### config.mk
export PLATFORM = sky130hd
export DESIGN_NAME = burning_ship_escape_iterator
export DESIGN_NICKNAME = d
export VERILOG_FILES = /design/src/design/bse_pkg.sv /design/src/design/bse_mul.sv /design/src/design/bse_dp.sv /design/src/design/bse_ctrl.sv /design/src/design/burning_ship_escape_iterator.sv
export SDC_FILE = /design/constraint.sdc
export NUM_CORES = 2
export LEC_CHECK = 0
export BUFFER_PORTS_ARGS = -buffer_cell sky130_fd_sc_hd__buf_2
export CORE_MARGIN = 8
export CORE_UTILIZATION = 65
export DETAILED_ROUTE_END_ITERATION = 12
export PLACE_DENSITY = 0.83
export SYNTH_ARGS = -nofsm -noshare
export SYNTH_HDL_FRONTEND = slang
export SYNTH_SLANG_ARGS = --single-unit
export TNS_END_PERCENT = 5
### constraint.sdc
create_clock -name clk_i -period 15.8 [get_ports clk_i]
set_input_delay 3.16 -clock clk_i [delete_from_list [all_inputs] [get_ports clk_i]]
set_output_delay 3.16 -clock clk_i [all_outputs]
set_load 0.02 [all_outputs]
### src/design/bse_pkg.sv
// Shared types, constants and defaults for the burning ship escape iterator.
package bse_pkg;

  // Default parameter values for the top level
  localparam int FRAC_BITS_DEF  = 28;
  localparam int PIX_WIDTH_DEF  = 12;
  localparam int ITER_WIDTH_DEF = 16;

  // Fixed widths of the configuration registers and port
  localparam int CENTER_W   = 32;
  localparam int STEP_W     = 31;
  localparam int CFG_DATA_W = 32;
  localparam int CFG_IDX_W  = 2;

  // Register reset values
  localparam logic [CENTER_W-1:0] CENTER_RST = '0;
  localparam logic [STEP_W-1:0]   STEP_RST   = 31'd1048576;
  localparam int                  MAXIT_RST  = 50;

  // Configuration register indexes
  typedef enum logic [CFG_IDX_W-1:0] {
    CFG_CENTER_X   = 2'd0,
    CFG_CENTER_Y   = 2'd1,
    CFG_PIXEL_STEP = 2'd2,
    CFG_MAX_ITER   = 2'd3
  } cfg_idx_e;

  // Sequencer states
  typedef enum logic [3:0] {
    ST_IDLE,
    ST_MAP_X,
    ST_MAP_Y,
    ST_MAP_C,
    ST_MUL_XY,
    ST_UPDATE,
    ST_MUL_XX,
    ST_MUL_YY,
    ST_CHECK,
    ST_DONE
  } state_e;

  // Operand selection for the shared multiplier
  typedef enum logic [2:0] {
    MOP_PX,
    MOP_PY,
    MOP_XY,
    MOP_XX,
    MOP_YY
  } mul_op_e;

  // Control from the sequencer to the datapath
  typedef struct packed {
    logic    start;
    mul_op_e mul_op;
    logic    map_cr_en;
    logic    map_ci_en;
    logic    diff_en;
    logic    upd_en;
    logic    xx_en;
    logic    yy_en;
  } ctl_t;

endpackage

### src/design/bse_mul.sv
// Shared unsigned multiplier with a registered product.
module bse_mul #(
  parameter int MUL_W = 32
) (
  input  logic               clk_i,
  input  logic [MUL_W-1:0]   a_i,
  input  logic [MUL_W-1:0]   b_i,
  output logic [2*MUL_W-1:0] prod_o
);

  logic [2*MUL_W-1:0] prod_q;

  // One product per cycle, result available the next cycle
  always_ff @(posedge clk_i) begin
    prod_q <= (2*MUL_W)'(a_i) * (2*MUL_W)'(b_i);
  end

  assign prod_o = prod_q;

endmodule

### src/design/bse_dp.sv
// Datapath: point mapping, z update and escape test around the shared multiplier.
module bse_dp #(
  parameter int FRAC_BITS = bse_pkg::FRAC_BITS_DEF,
  parameter int PIX_WIDTH = bse_pkg::PIX_WIDTH_DEF
) (
  input  logic                          clk_i,
  input  bse_pkg::ctl_t                 ctl_i,
  input  logic [PIX_WIDTH-1:0]          pix_x_i,
  input  logic [PIX_WIDTH-1:0]          pix_y_i,
  input  logic [bse_pkg::CENTER_W-1:0]  center_x_i,
  input  logic [bse_pkg::CENTER_W-1:0]  center_y_i,
  input  logic [bse_pkg::STEP_W-1:0]    pixel_step_i,
  output logic                          esc_hit_o
);

  localparam int VAL_W  = FRAC_BITS + 4;
  localparam int MUL_W  = (VAL_W > bse_pkg::STEP_W) ? VAL_W : bse_pkg::STEP_W;
  localparam int PROD_W = 2 * MUL_W;
  localparam int MAP_W  = PROD_W + 2;
  localparam int UPD_W  = VAL_W + 5;
  localparam int SUM_W  = PROD_W + 1;
  localparam logic [SUM_W-1:0] THRESH = SUM_W'(1) << (2 * FRAC_BITS + 2);

  logic [PIX_WIDTH-1:0] px_q, py_q;
  logic [VAL_W-1:0]     cr_q, ci_q, x_q, y_q;
  logic [PROD_W-1:0]    xx_q, yy_q, d_q;
  logic [PROD_W-1:0]    prod;
  logic [MUL_W-1:0]     op_a, op_b;
  logic [PIX_WIDTH-1:0] px_mag, py_mag;
  logic [VAL_W-1:0]     ax, ay;
  logic                 map_neg;
  logic [bse_pkg::CENTER_W-1:0] map_cen;
  logic [MAP_W-1:0]     prod_ext, prod_sgn, cen_ext, map_sum;
  logic [UPD_W-1:0]     re_sum, im_sum;
  logic [SUM_W-1:0]     mag_sum;

  // Clamp a wide signed sum into the value range
  function automatic logic [VAL_W-1:0] sat_map(input logic [MAP_W-1:0] s);
    logic fits;
    fits = (s[MAP_W-1:VAL_W-1] == {(MAP_W-VAL_W+1){s[MAP_W-1]}});
    if (fits) return s[VAL_W-1:0];
    return s[MAP_W-1] ? {1'b1, {(VAL_W-1){1'b0}}} : {1'b0, {(VAL_W-1){1'b1}}};
  endfunction

  function automatic logic [VAL_W-1:0] sat_upd(input logic [UPD_W-1:0] s);
    logic fits;
    fits = (s[UPD_W-1:VAL_W-1] == {(UPD_W-VAL_W+1){s[UPD_W-1]}});
    if (fits) return s[VAL_W-1:0];
    return s[UPD_W-1] ? {1'b1, {(VAL_W-1){1'b0}}} : {1'b0, {(VAL_W-1){1'b1}}};
  endfunction

  // Magnitudes of the signed operands
  assign px_mag = px_q[PIX_WIDTH-1] ? (~px_q + 1'b1) : px_q;
  assign py_mag = py_q[PIX_WIDTH-1] ? (~py_q + 1'b1) : py_q;
  assign ax     = x_q[VAL_W-1] ? (~x_q + 1'b1) : x_q;
  assign ay     = y_q[VAL_W-1] ? (~y_q + 1'b1) : y_q;

  // Multiplier operand select
  always_comb begin
    unique case (ctl_i.mul_op)
      bse_pkg::MOP_PX: begin
        op_a = MUL_W'(px_mag);
        op_b = MUL_W'(pixel_step_i);
      end
      bse_pkg::MOP_PY: begin
        op_a = MUL_W'(py_mag);
        op_b = MUL_W'(pixel_step_i);
      end
      bse_pkg::MOP_XY: begin
        op_a = MUL_W'(ax);
        op_b = MUL_W'(ay);
      end
      bse_pkg::MOP_XX: begin
        op_a = MUL_W'(ax);
        op_b = MUL_W'(ax);
      end
      bse_pkg::MOP_YY: begin
        op_a = MUL_W'(ay);
        op_b = MUL_W'(ay);
      end
      default: begin
        op_a = '0;
        op_b = '0;
      end
    endcase
  end

  bse_mul #(
    .MUL_W (MUL_W)
  ) u_mul (
    .clk_i  (clk_i),
    .a_i    (op_a),
    .b_i    (op_b),
    .prod_o (prod)
  );

  // Point mapping: signed offset times step, plus center
  assign map_neg  = ctl_i.map_cr_en ? px_q[PIX_WIDTH-1] : py_q[PIX_WIDTH-1];
  assign map_cen  = ctl_i.map_cr_en ? center_x_i : center_y_i;
  assign prod_ext = {2'b00, prod};
  assign prod_sgn = map_neg ? (~prod_ext + 1'b1) : prod_ext;
  assign cen_ext  = {{(MAP_W-bse_pkg::CENTER_W){map_cen[bse_pkg::CENTER_W-1]}}, map_cen};
  assign map_sum  = prod_sgn + cen_ext;

  // z update: truncated products plus c
  assign re_sum = {2'b00, d_q[FRAC_BITS +: VAL_W+3]} + {{5{cr_q[VAL_W-1]}}, cr_q};
  assign im_sum = {2'b00, prod[FRAC_BITS-1 +: VAL_W+3]} + {{5{ci_q[VAL_W-1]}}, ci_q};

  // Escape test on exact squares
  assign mag_sum   = {1'b0, xx_q} + {1'b0, prod};
  assign esc_hit_o = (mag_sum > THRESH);

  always_ff @(posedge clk_i) begin
    if (ctl_i.start) begin
      px_q <= pix_x_i;
      py_q <= pix_y_i;
      x_q  <= '0;
      y_q  <= '0;
      xx_q <= '0;
      yy_q <= '0;
    end
    if (ctl_i.map_cr_en) begin
      cr_q <= sat_map(map_sum);
    end
    if (ctl_i.map_ci_en) begin
      ci_q <= sat_map(map_sum);
    end
    if (ctl_i.diff_en) begin
      d_q <= (yy_q > xx_q) ? (yy_q - xx_q) : (xx_q - yy_q);
    end
    if (ctl_i.upd_en) begin
      x_q <= sat_upd(re_sum);
      y_q <= sat_upd(im_sum);
    end
    if (ctl_i.xx_en) begin
      xx_q <= prod;
    end
    if (ctl_i.yy_en) begin
      yy_q <= prod;
    end
  end

endmodule

### src/design/bse_ctrl.sv
// Sequencer: steps the shared multiplier through mapping and iterations, holds the result.
module bse_ctrl #(
  parameter int ITER_WIDTH = bse_pkg::ITER_WIDTH_DEF
) (
  input  logic                  clk_i,
  input  logic                  rst_ni,
  input  logic                  in_valid_i,
  output logic                  in_ready_o,
  output logic                  out_valid_o,
  input  logic                  out_ready_i,
  input  logic [ITER_WIDTH-1:0] max_iter_i,
  input  logic                  esc_hit_i,
  output bse_pkg::ctl_t         ctl_o,
  output logic [ITER_WIDTH-1:0] count_o,
  output logic                  escaped_o
);

  bse_pkg::state_e state_q, state_d;
  logic [ITER_WIDTH-1:0] iter_q, iter_d;
  logic [ITER_WIDTH-1:0] count_q, count_d;
  logic                  esc_q, esc_d;
  logic                  last_iter;

  assign last_iter = (iter_q == (max_iter_i - 1'b1));

  // Next state
  always_comb begin
    state_d = state_q;
    unique case (state_q)
      bse_pkg::ST_IDLE:   if (in_valid_i) state_d = bse_pkg::ST_MAP_X;
      bse_pkg::ST_MAP_X:  state_d = bse_pkg::ST_MAP_Y;
      bse_pkg::ST_MAP_Y:  state_d = bse_pkg::ST_MAP_C;
      bse_pkg::ST_MAP_C: begin
        state_d = (max_iter_i == '0) ? bse_pkg::ST_DONE : bse_pkg::ST_MUL_XY;
      end
      bse_pkg::ST_MUL_XY: state_d = bse_pkg::ST_UPDATE;
      bse_pkg::ST_UPDATE: state_d = bse_pkg::ST_MUL_XX;
      bse_pkg::ST_MUL_XX: state_d = bse_pkg::ST_MUL_YY;
      bse_pkg::ST_MUL_YY: state_d = bse_pkg::ST_CHECK;
      bse_pkg::ST_CHECK: begin
        state_d = (esc_hit_i || last_iter) ? bse_pkg::ST_DONE : bse_pkg::ST_MUL_XY;
      end
      bse_pkg::ST_DONE:   if (out_ready_i) state_d = bse_pkg::ST_IDLE;
      default:            state_d = bse_pkg::ST_IDLE;
    endcase
  end

  // Datapath control and handshake outputs
  always_comb begin
    ctl_o        = '0;
    ctl_o.mul_op = bse_pkg::MOP_XY;
    in_ready_o   = 1'b0;
    out_valid_o  = 1'b0;
    unique case (state_q)
      bse_pkg::ST_IDLE: begin
        in_ready_o  = 1'b1;
        ctl_o.start = in_valid_i;
      end
      bse_pkg::ST_MAP_X:  ctl_o.mul_op = bse_pkg::MOP_PX;
      bse_pkg::ST_MAP_Y: begin
        ctl_o.mul_op    = bse_pkg::MOP_PY;
        ctl_o.map_cr_en = 1'b1;
      end
      bse_pkg::ST_MAP_C:  ctl_o.map_ci_en = 1'b1;
      bse_pkg::ST_MUL_XY: begin
        ctl_o.mul_op  = bse_pkg::MOP_XY;
        ctl_o.diff_en = 1'b1;
      end
      bse_pkg::ST_UPDATE: ctl_o.upd_en = 1'b1;
      bse_pkg::ST_MUL_XX: ctl_o.mul_op = bse_pkg::MOP_XX;
      bse_pkg::ST_MUL_YY: begin
        ctl_o.mul_op = bse_pkg::MOP_YY;
        ctl_o.xx_en  = 1'b1;
      end
      bse_pkg::ST_CHECK:  ctl_o.yy_en = 1'b1;
      bse_pkg::ST_DONE:   out_valid_o = 1'b1;
      default: ;
    endcase
  end

  // Iteration counter and result
  always_comb begin
    iter_d  = iter_q;
    count_d = count_q;
    esc_d   = esc_q;
    priority if (state_q == bse_pkg::ST_IDLE) begin
      iter_d = '0;
    end else if (state_q == bse_pkg::ST_MAP_C && max_iter_i == '0) begin
      count_d = '0;
      esc_d   = 1'b0;
    end else if (state_q == bse_pkg::ST_CHECK) begin
      if (esc_hit_i) begin
        count_d = iter_q;
        esc_d   = 1'b1;
      end else if (last_iter) begin
        count_d = max_iter_i;
        esc_d   = 1'b0;
      end else begin
        iter_d = iter_q + 1'b1;
      end
    end else begin
      iter_d = iter_q;
    end
  end

  always_ff @(posedge clk_i or negedge rst_ni) begin
    if (!rst_ni) begin
      state_q <= bse_pkg::ST_IDLE;
      iter_q  <= '0;
      count_q <= '0;
      esc_q   <= 1'b0;
    end else begin
      state_q <= state_d;
      iter_q  <= iter_d;
      count_q <= count_d;
      esc_q   <= esc_d;
    end
  end

  assign count_o   = count_q;
  assign escaped_o = esc_q;

endmodule

### src/design/burning_ship_escape_iterator.sv
// Top level of the burning ship escape iterator: config registers, sequencer, datapath.
//
//  channel  direction  handshake                  payload
//  in       input      in_valid_i / in_ready_o    pix_x_i, pix_y_i
//  out      output     out_valid_o / out_ready_i  iteration_count_o, escaped_o
//  cfg      input      cfg_valid_i / cfg_ready_o  cfg_index_i, cfg_data_i
//
//  An item steps through the mapping states MAP_X, MAP_Y and MAP_C, then through
//  MUL_XY, UPDATE, MUL_XX, MUL_YY and CHECK for each iteration, until the point
//  escapes or the iteration cap is reached (a cap of zero skips the iterations).
//  in_ready_o is high only while no item is held; a result waits in its output
//  register until out_ready_i, and the next item is taken the cycle after.
//  Reset (rst_ni low, asynchronous) idles the sequencer and loads defaults; cfg_ready_o is 1.
module burning_ship_escape_iterator #(
  parameter int FRAC_BITS  = bse_pkg::FRAC_BITS_DEF,
  parameter int PIX_WIDTH  = bse_pkg::PIX_WIDTH_DEF,
  parameter int ITER_WIDTH = bse_pkg::ITER_WIDTH_DEF
) (
  input  logic                           clk_i,
  input  logic                           rst_ni,
  input  logic                           in_valid_i,
  output logic                           in_ready_o,
  input  logic [PIX_WIDTH-1:0]           pix_x_i,
  input  logic [PIX_WIDTH-1:0]           pix_y_i,
  output logic                           out_valid_o,
  input  logic                           out_ready_i,
  output logic [ITER_WIDTH-1:0]          iteration_count_o,
  output logic                           escaped_o,
  input  logic                           cfg_valid_i,
  output logic                           cfg_ready_o,
  input  logic [bse_pkg::CFG_IDX_W-1:0]  cfg_index_i,
  input  logic [bse_pkg::CFG_DATA_W-1:0] cfg_data_i
);

  logic [bse_pkg::CENTER_W-1:0] center_x_q, center_y_q;
  logic [bse_pkg::STEP_W-1:0]   pixel_step_q;
  logic [ITER_WIDTH-1:0]        max_iter_q;
  bse_pkg::ctl_t                ctl;
  logic                         esc_hit;

  assign cfg_ready_o = 1'b1;

  // Configuration registers
  always_ff @(posedge clk_i or negedge rst_ni) begin
    if (!rst_ni) begin
      center_x_q   <= bse_pkg::CENTER_RST;
      center_y_q   <= bse_pkg::CENTER_RST;
      pixel_step_q <= bse_pkg::STEP_RST;
      max_iter_q   <= ITER_WIDTH'(bse_pkg::MAXIT_RST);
    end else if (cfg_valid_i) begin
      unique case (bse_pkg::cfg_idx_e'(cfg_index_i))
        bse_pkg::CFG_CENTER_X:   center_x_q   <= cfg_data_i[bse_pkg::CENTER_W-1:0];
        bse_pkg::CFG_CENTER_Y:   center_y_q   <= cfg_data_i[bse_pkg::CENTER_W-1:0];
        bse_pkg::CFG_PIXEL_STEP: pixel_step_q <= cfg_data_i[bse_pkg::STEP_W-1:0];
        bse_pkg::CFG_MAX_ITER:   max_iter_q   <= cfg_data_i[ITER_WIDTH-1:0];
        default: ;
      endcase
    end
  end

  bse_ctrl #(
    .ITER_WIDTH (ITER_WIDTH)
  ) u_ctrl (
    .clk_i       (clk_i),
    .rst_ni      (rst_ni),
    .in_valid_i  (in_valid_i),
    .in_ready_o  (in_ready_o),
    .out_valid_o (out_valid_o),
    .out_ready_i (out_ready_i),
    .max_iter_i  (max_iter_q),
    .esc_hit_i   (esc_hit),
    .ctl_o       (ctl),
    .count_o     (iteration_count_o),
    .escaped_o   (escaped_o)
  );

  bse_dp #(
    .FRAC_BITS (FRAC_BITS),
    .PIX_WIDTH (PIX_WIDTH)
  ) u_dp (
    .clk_i        (clk_i),
    .ctl_i        (ctl),
    .pix_x_i      (pix_x_i),
    .pix_y_i      (pix_y_i),
    .center_x_i   (center_x_q),
    .center_y_i   (center_y_q),
    .pixel_step_i (pixel_step_q),
    .esc_hit_o    (esc_hit)
  );

endmodule
### Word-level counts from Yosys, hierarchy flattened

Cells that the tools add are included.

| word-level totals | value |
|---|---|
| register bits after elaboration | 555 |
| output and inout port bits | 20 |
| word-level logic and storage cells | 148 |

| cells by class | value |
|---|---|
| add/subtract/negate cells | 13 |
| multiply operators | 1 |
| $lt $le $gt $ge | 2 |
| equality and inequality tests | 25 |
| mux-type cells | 61 |
| bitwise gates (word level) | 6 |
| reductions and logical operators | 22 |

Operators by type and width:

| kind | number |
|---|---|
| 32-bit two-way mux | 16 |
| 64-bit two-way mux | 3 |
| 16-bit two-way mux | 9 |
| 32-bit one-hot mux with 4 select lines | 1 |
| 63-bit subtractor | 2 |
| 32-bit one-hot mux with 3 select lines | 1 |
| 36-bit by 32-bit adder with 37-bit output | 2 |
| 66-bit by 1-bit adder with 66-bit output, second input constant | 1 |
| 66-bit adder | 1 |
| 66-bit two-way mux | 1 |
| 64-bit NOT with 66-bit output | 1 |
| 64-bit by 64-bit adder with 65-bit output | 1 |
| 65-bit by 59-bit > comparator with 1-bit output, second input constant | 1 |
| 32-bit by 1-bit adder with 32-bit output, second input constant | 2 |
| 64-bit > comparator | 1 |
| 32-bit by 32-bit multiplier with 64-bit output | 1 |
| 32-bit NOT | 2 |
| 63-bit two-way mux | 1 |
| 4-bit one-hot mux with 10 select lines | 1 |
| 34-bit equality test | 1 |
| 12-bit by 1-bit adder with 12-bit output, second input constant | 2 |
| 12-bit two-way mux | 2 |
| 12-bit NOT | 2 |
| 1-bit two-way mux | 21 |
| 30 further kinds | 54 |

### Depth between registers and ports, before layout

| depth | value |
|---|---|
| depth in word-level cells | 9 |
| depth in mapped cells | 44 |

### By module

Synthesis repeated with hierarchy kept, for this count alone.

| unflattened totals | value |
|---|---|
| cell total of the unflattened synthesis | 8380 |
| area, all modules | 75655.1 um^2 |

Modules (own cells, without submodules):

| module | instances | cells an instance | area each (um^2) |
|---|---|---|---|
| bse_mul | 1 | 3759 | 34639.5 |
| bse_dp | 1 | 4073 | 33995.1 |
| burning_ship_escape_iterator | 1 | 238 | 4200.3 |
| bse_ctrl | 1 | 310 | 2820.2 |

### Least setup slack after synthesis

No wires, ideal clock.

| timing path | value |
|---|---|
| path type | register -> register |
| from | register u_dp.x_q[5] |
| to | register u_dp.u_mul.prod_q[63], in the netlist u_dp.u_mul.prod_o[63] |
| arrival time | 10.419 ns |
| path slack | 5.309 ns |
| stages on the path, launching flop included | 40 |
| cells stage by stage | edfxtp_1 > nor4_1 > nand2b_1 > or3_1 > inv_1 > nand2_1 > or4_1 > or4_1 > or3_1 > o21ai_0 > xor2_1 > nor2_1 > a211oi_1 > clkbuf_1 > nor2_1 > fa_1 > fa_1 > fa_1 > [4 not listed] > inv_1 > fa_1 > inv_1 > ha_1 > a21o_1 > a21oi_1 > o21bai_1 > a31oi_1 > o21ai_0 > nand2_1 > o211ai_1 > nor4b_1 > o31ai_1 > a211o_1 > a21oi_1 > o21ai_0 > a21oi_1 > xnor2_1 |

| between the ends | value |
|---|---|
| word-level cells in the longest chain between the ends | 5 |
| elaborated cells between the ends (all ways) | 6 |
| classes of those cells | 1 x add/sub; 1 x mul; 3 x mux; 1 x bitwise |

RTL lines:

| element | line | text |
|---|---|---|
| start, declared | bse_dp.sv:25 | `logic [VAL_W-1:0] cr_q, ci_q, x_q, y_q;` |
| start signal, assigned | bse_dp.sv:132 | `x_q <= sat_upd(re_sum);` |
| 32-bit NOT | bse_dp.sv:55 | `assign ax = x_q[VAL_W-1] ? (~x_q + 1'b1) : x_q;` |
| 32-bit by 1-bit adder with 32-bit output | bse_dp.sv:55 |  |
| 32-bit two-way mux * | bse_dp.sv:55 |  |
| 32-bit one-hot mux with 4 select lines or 32-bit one-hot mux with 3 select lines (tied branches) | bse_dp.sv:60 | `unique case (ctl_i.mul_op)` |
| 32-bit by 32-bit multiplier with 64-bit output * | bse_mul.sv:15 | `prod_q <= (2*MUL_W)'(a_i) * (2*MUL_W)'(b_i);` |
| end signal, assigned | bse_mul.sv:15 |  |
| end, declared | bse_mul.sv:11 | `logic [2*MUL_W-1:0] prod_q;` |

Mark *: on every way between the ends. The rest lies on a longest branch, timed or not.
A chain may end at the register's enable or synchronous reset.

### Final worst setup path

| timing path | value |
|---|---|
| from | register u_dp.x_q[5] |
| to | register u_dp.u_mul.prod_q[62], in the netlist u_dp.u_mul.prod_o[62] |

Same word-level chain as after synthesis.

==> impl_metrics.tcl <==
set metrics [dict create \
    synth_seq_cells 527 \
    critPathMaxFanout 11 \
    die_area_um2 124500 \
    die_h_um 352.9 \
    track_usage_pct 40.68 \
    crit_end "u_dp.u_mul.prod_o[62]" \
    boundaryPins 83 \
    syn-cell-area_um2 73770 \
    timing.rr.start "u_dp.x_q[5]" \
    rows 123 \
    die_x_um 352.9 \
    ys_warn_count 0 \
    vias 64680 \
    required_ns 16.36 \
    final_cell_mix "1185 x inv_1, 915 x nor2_1, 900 x fa_1" \
    r2r.worst_path.cells 34 \
    drt_iter0_markers 8647 \
    clock.fmax_mhz 82.35 \
    finalCriticalPeriod_ns 12.14 \
    outcome "finished clean" \
    synth.top_cell.area_share_pct 24.42 \
    synth-async-reset-ratio_pct 28.08 \
    nets 9914 \
    finalNonFillerCells 9922 \
    worstMarginPinSlew_ns 1.233 \
    dp.cells 9794 \
    viasPerCell 6.519 \
    routed_wl_um 259500 \
    final_max_slew_viol_count 0 \
    syn_to_final_growth_pct 5.999 \
    synth_cells 8441 \
    cts_repair_resize_count 0 \
    ys_types 92 \
    hold_path_class "reg2reg" \
    hold_viol_final 0 \
    cts_buffers 57 \
    dr.pass1.iters 6 \
    dp_hpwl_um 202200 \
    r2r-end "u_dp.u_mul.prod_o[62]" \
    core-area_um2 112500 \
    seq_area_frac_synth_pct 19.59 \
    layout-drive-gt1-share_pct 6.986 \
    synth_flop_cell "edfxtp_1" \
    place.gp.congestion 1.046 \
    setup_violations 0 \
    clock_latency_ns 0.66 \
    period_share_pct 76.85 \
    path_clk_slew_ns 0.07 \
    fin_skew_ns 0.02890 \
    clock_sinks 527 \
    synth_edf_count 315 \
    htreeDepth 2 \
    maxSlewHeadroom_pct 17.78 \
    path_common_cell "fa_1" \
    min_path_cells 1 \
    cp-startpoint "u_dp.x_q[5]" \
    grt_pass1_vias 64650 \
    critPathMaxStageDelay_ns 0.90 \
    hold_buffers 0 \
    grt_pass1_wl_um 389500 \
    wl_per_cell_um 26.16 \
    layout.cells.most_common "inv_1" \
    rrSetupSlack_ns 3.66 \
    drc 0 \
    synth_area_leaders "fa_1 24%, edfxtp_1 13%, ha_1 10%, inv_1 6.0%, dfrtp_1 4.9%" \
    syn_area_per_cell_um2 8.739 \
    root_buffer "clkbuf_16" \
    antenna_found_initial 19 \
    start_util_pct 65.57 \
    fin_setup_tns_ns 0 \
    antenna_left 0 \
    critical_path_class "reg2reg" \
    crit_path_end_kind "flop" \
    grt_setup_unrepaired "no" \
    cp.arrival_ns 12.70 \
    grt_max_degree 84 \
    postCtsSetupBuffers 0 \
    critPathLaunchType "flop" \
    synth_nets 10000 \
    io_buffers 81 \
    cts_tree "done" \
    grt-ovfl-total 0 \
    drv_cap 0 \
    synth_top_area_cell "fa_1" \
    cts_buffer_depth 3 \
    cpMaxStageDelayCell "o41ai_1" \
]
-- critical path: cells and delay by family (launching register included) --
family	cells	cell delay [ns]
fa+ha+maj	9	4.31
flops	1	0.44
xor+xnor	1	0.26
compound gates	8	3.35
buf+inv	5	0.31
simple gates	11	3.34
-- cell usage after synthesis (all sizes together) (54+ instances only) --
library cell	number
nand2b	89
o21bai	83
nand4	101
nand2	866
xor2	197
nor2	917
mux2	122
nand3	89
o21ai	328
nor3	101
ha	598
dfxtp	64
a21oi	484
dfrtp	144
fa	900
inv	1186
a211oi	54
xnor2	218
a21o	226
o31ai	60
clkbuf	374
edfxtp	315
mux2i	61
and2	161
-- flip-flops by register name, summed over array words and instances, names as in the netlist --
name and flops:
center_x_q 32, center_y_q 32, max_iter_q 16, pixel_step_q 31, u_ctrl.count_o 16, u_ctrl.escaped_o 1
u_ctrl.iter_q 16, u_ctrl.state_q 4, u_dp.ci_q 32, u_dp.cr_q 32, u_dp.d_q 35, u_dp.px_q 12
u_dp.py_q 12, u_dp.u_mul.prod_o 64, u_dp.x_q 32, u_dp.xx_q 64, u_dp.y_q 32, u_dp.yy_q 64
-- metrics by stage --
| stage | hold slack (ns) | utilization (%) | setup WS [ns] | cell area, um2 |
|---|---|---|---|---|
| 2_1_floorplan | 0.4792 | - | 5.309 | 73770 |
| 3_5_place_dp | 0.4660 | 67.69 | 4.076 | 76150 |
| 3_3_place_gp | 0.4613 | 67.69 | 4.207 | 76150 |
| 4_1_cts | 0.4836 | 69.46 | 3.912 | 78140 |
| 6_report | 0.4882 | 69.51 | 3.657 | 78190 |
| 5_1_grt | 0.4943 | 69.47 | 3.135 | 78150 |
-- worst min-delay path by stage --
stage | slack [ns] | start | to
after global routing | 0.49 | u_ctrl.count_o[15] | u_ctrl.count_o[15]
after detailed placement | 0.47 | u_ctrl.count_o[15] | u_ctrl.count_o[15]
final | 0.49 | u_ctrl.count_o[15] | u_ctrl.count_o[15]
after floorplan | 0.48 | center_y_q[0] | center_y_q[0]
after CTS | 0.48 | u_ctrl.count_o[15] | u_ctrl.count_o[15]
after global placement | 0.46 | u_ctrl.count_o[15] | u_ctrl.count_o[15]
-- logic make-up (layout without fill, tap and decap cells) --
group,Yosys count,count (layout),share of synthesized area [%]
flops,527,527,19.59
other cells,1,21,0.005083
mux,183,183,2.690
buf+inv,1592,1553,8.140
compound gates,1625,1625,14.15
xor+xnor,415,415,4.927
fa+ha+maj,1498,1498,34.57
simple gates,2600,2600,15.94
-- area by class of cell --
class                      count  area, um2
antenna                       20      50.05
clock inverter                38      362.8
inverter                    1188       4459
sequential                   527      14450
clock buffer                  70       1633
fill                        8777      34310
multi-input combinational   6322      53630
tap                         1500       1877
timing repair buffer         257       1733
-- layer usage --
| layer | global-route usage (%) | vias to the layer above | wire length, um |
|---|---|---|---|
| met2 | 59.90 | 4321 | 109000 |
| met3 | 12.75 | 1018 | 35500 |
| met4 | 23.35 | 12 | 18640 |
| met5 | 0 | - | 85 |
| met1 | 53.05 | 31560 | 96350 |
| li1 | - | 27780 | - |
Power is not shown: default switching activity piles up to over one toggle a cycle in this logic, so the estimate is an artifact.
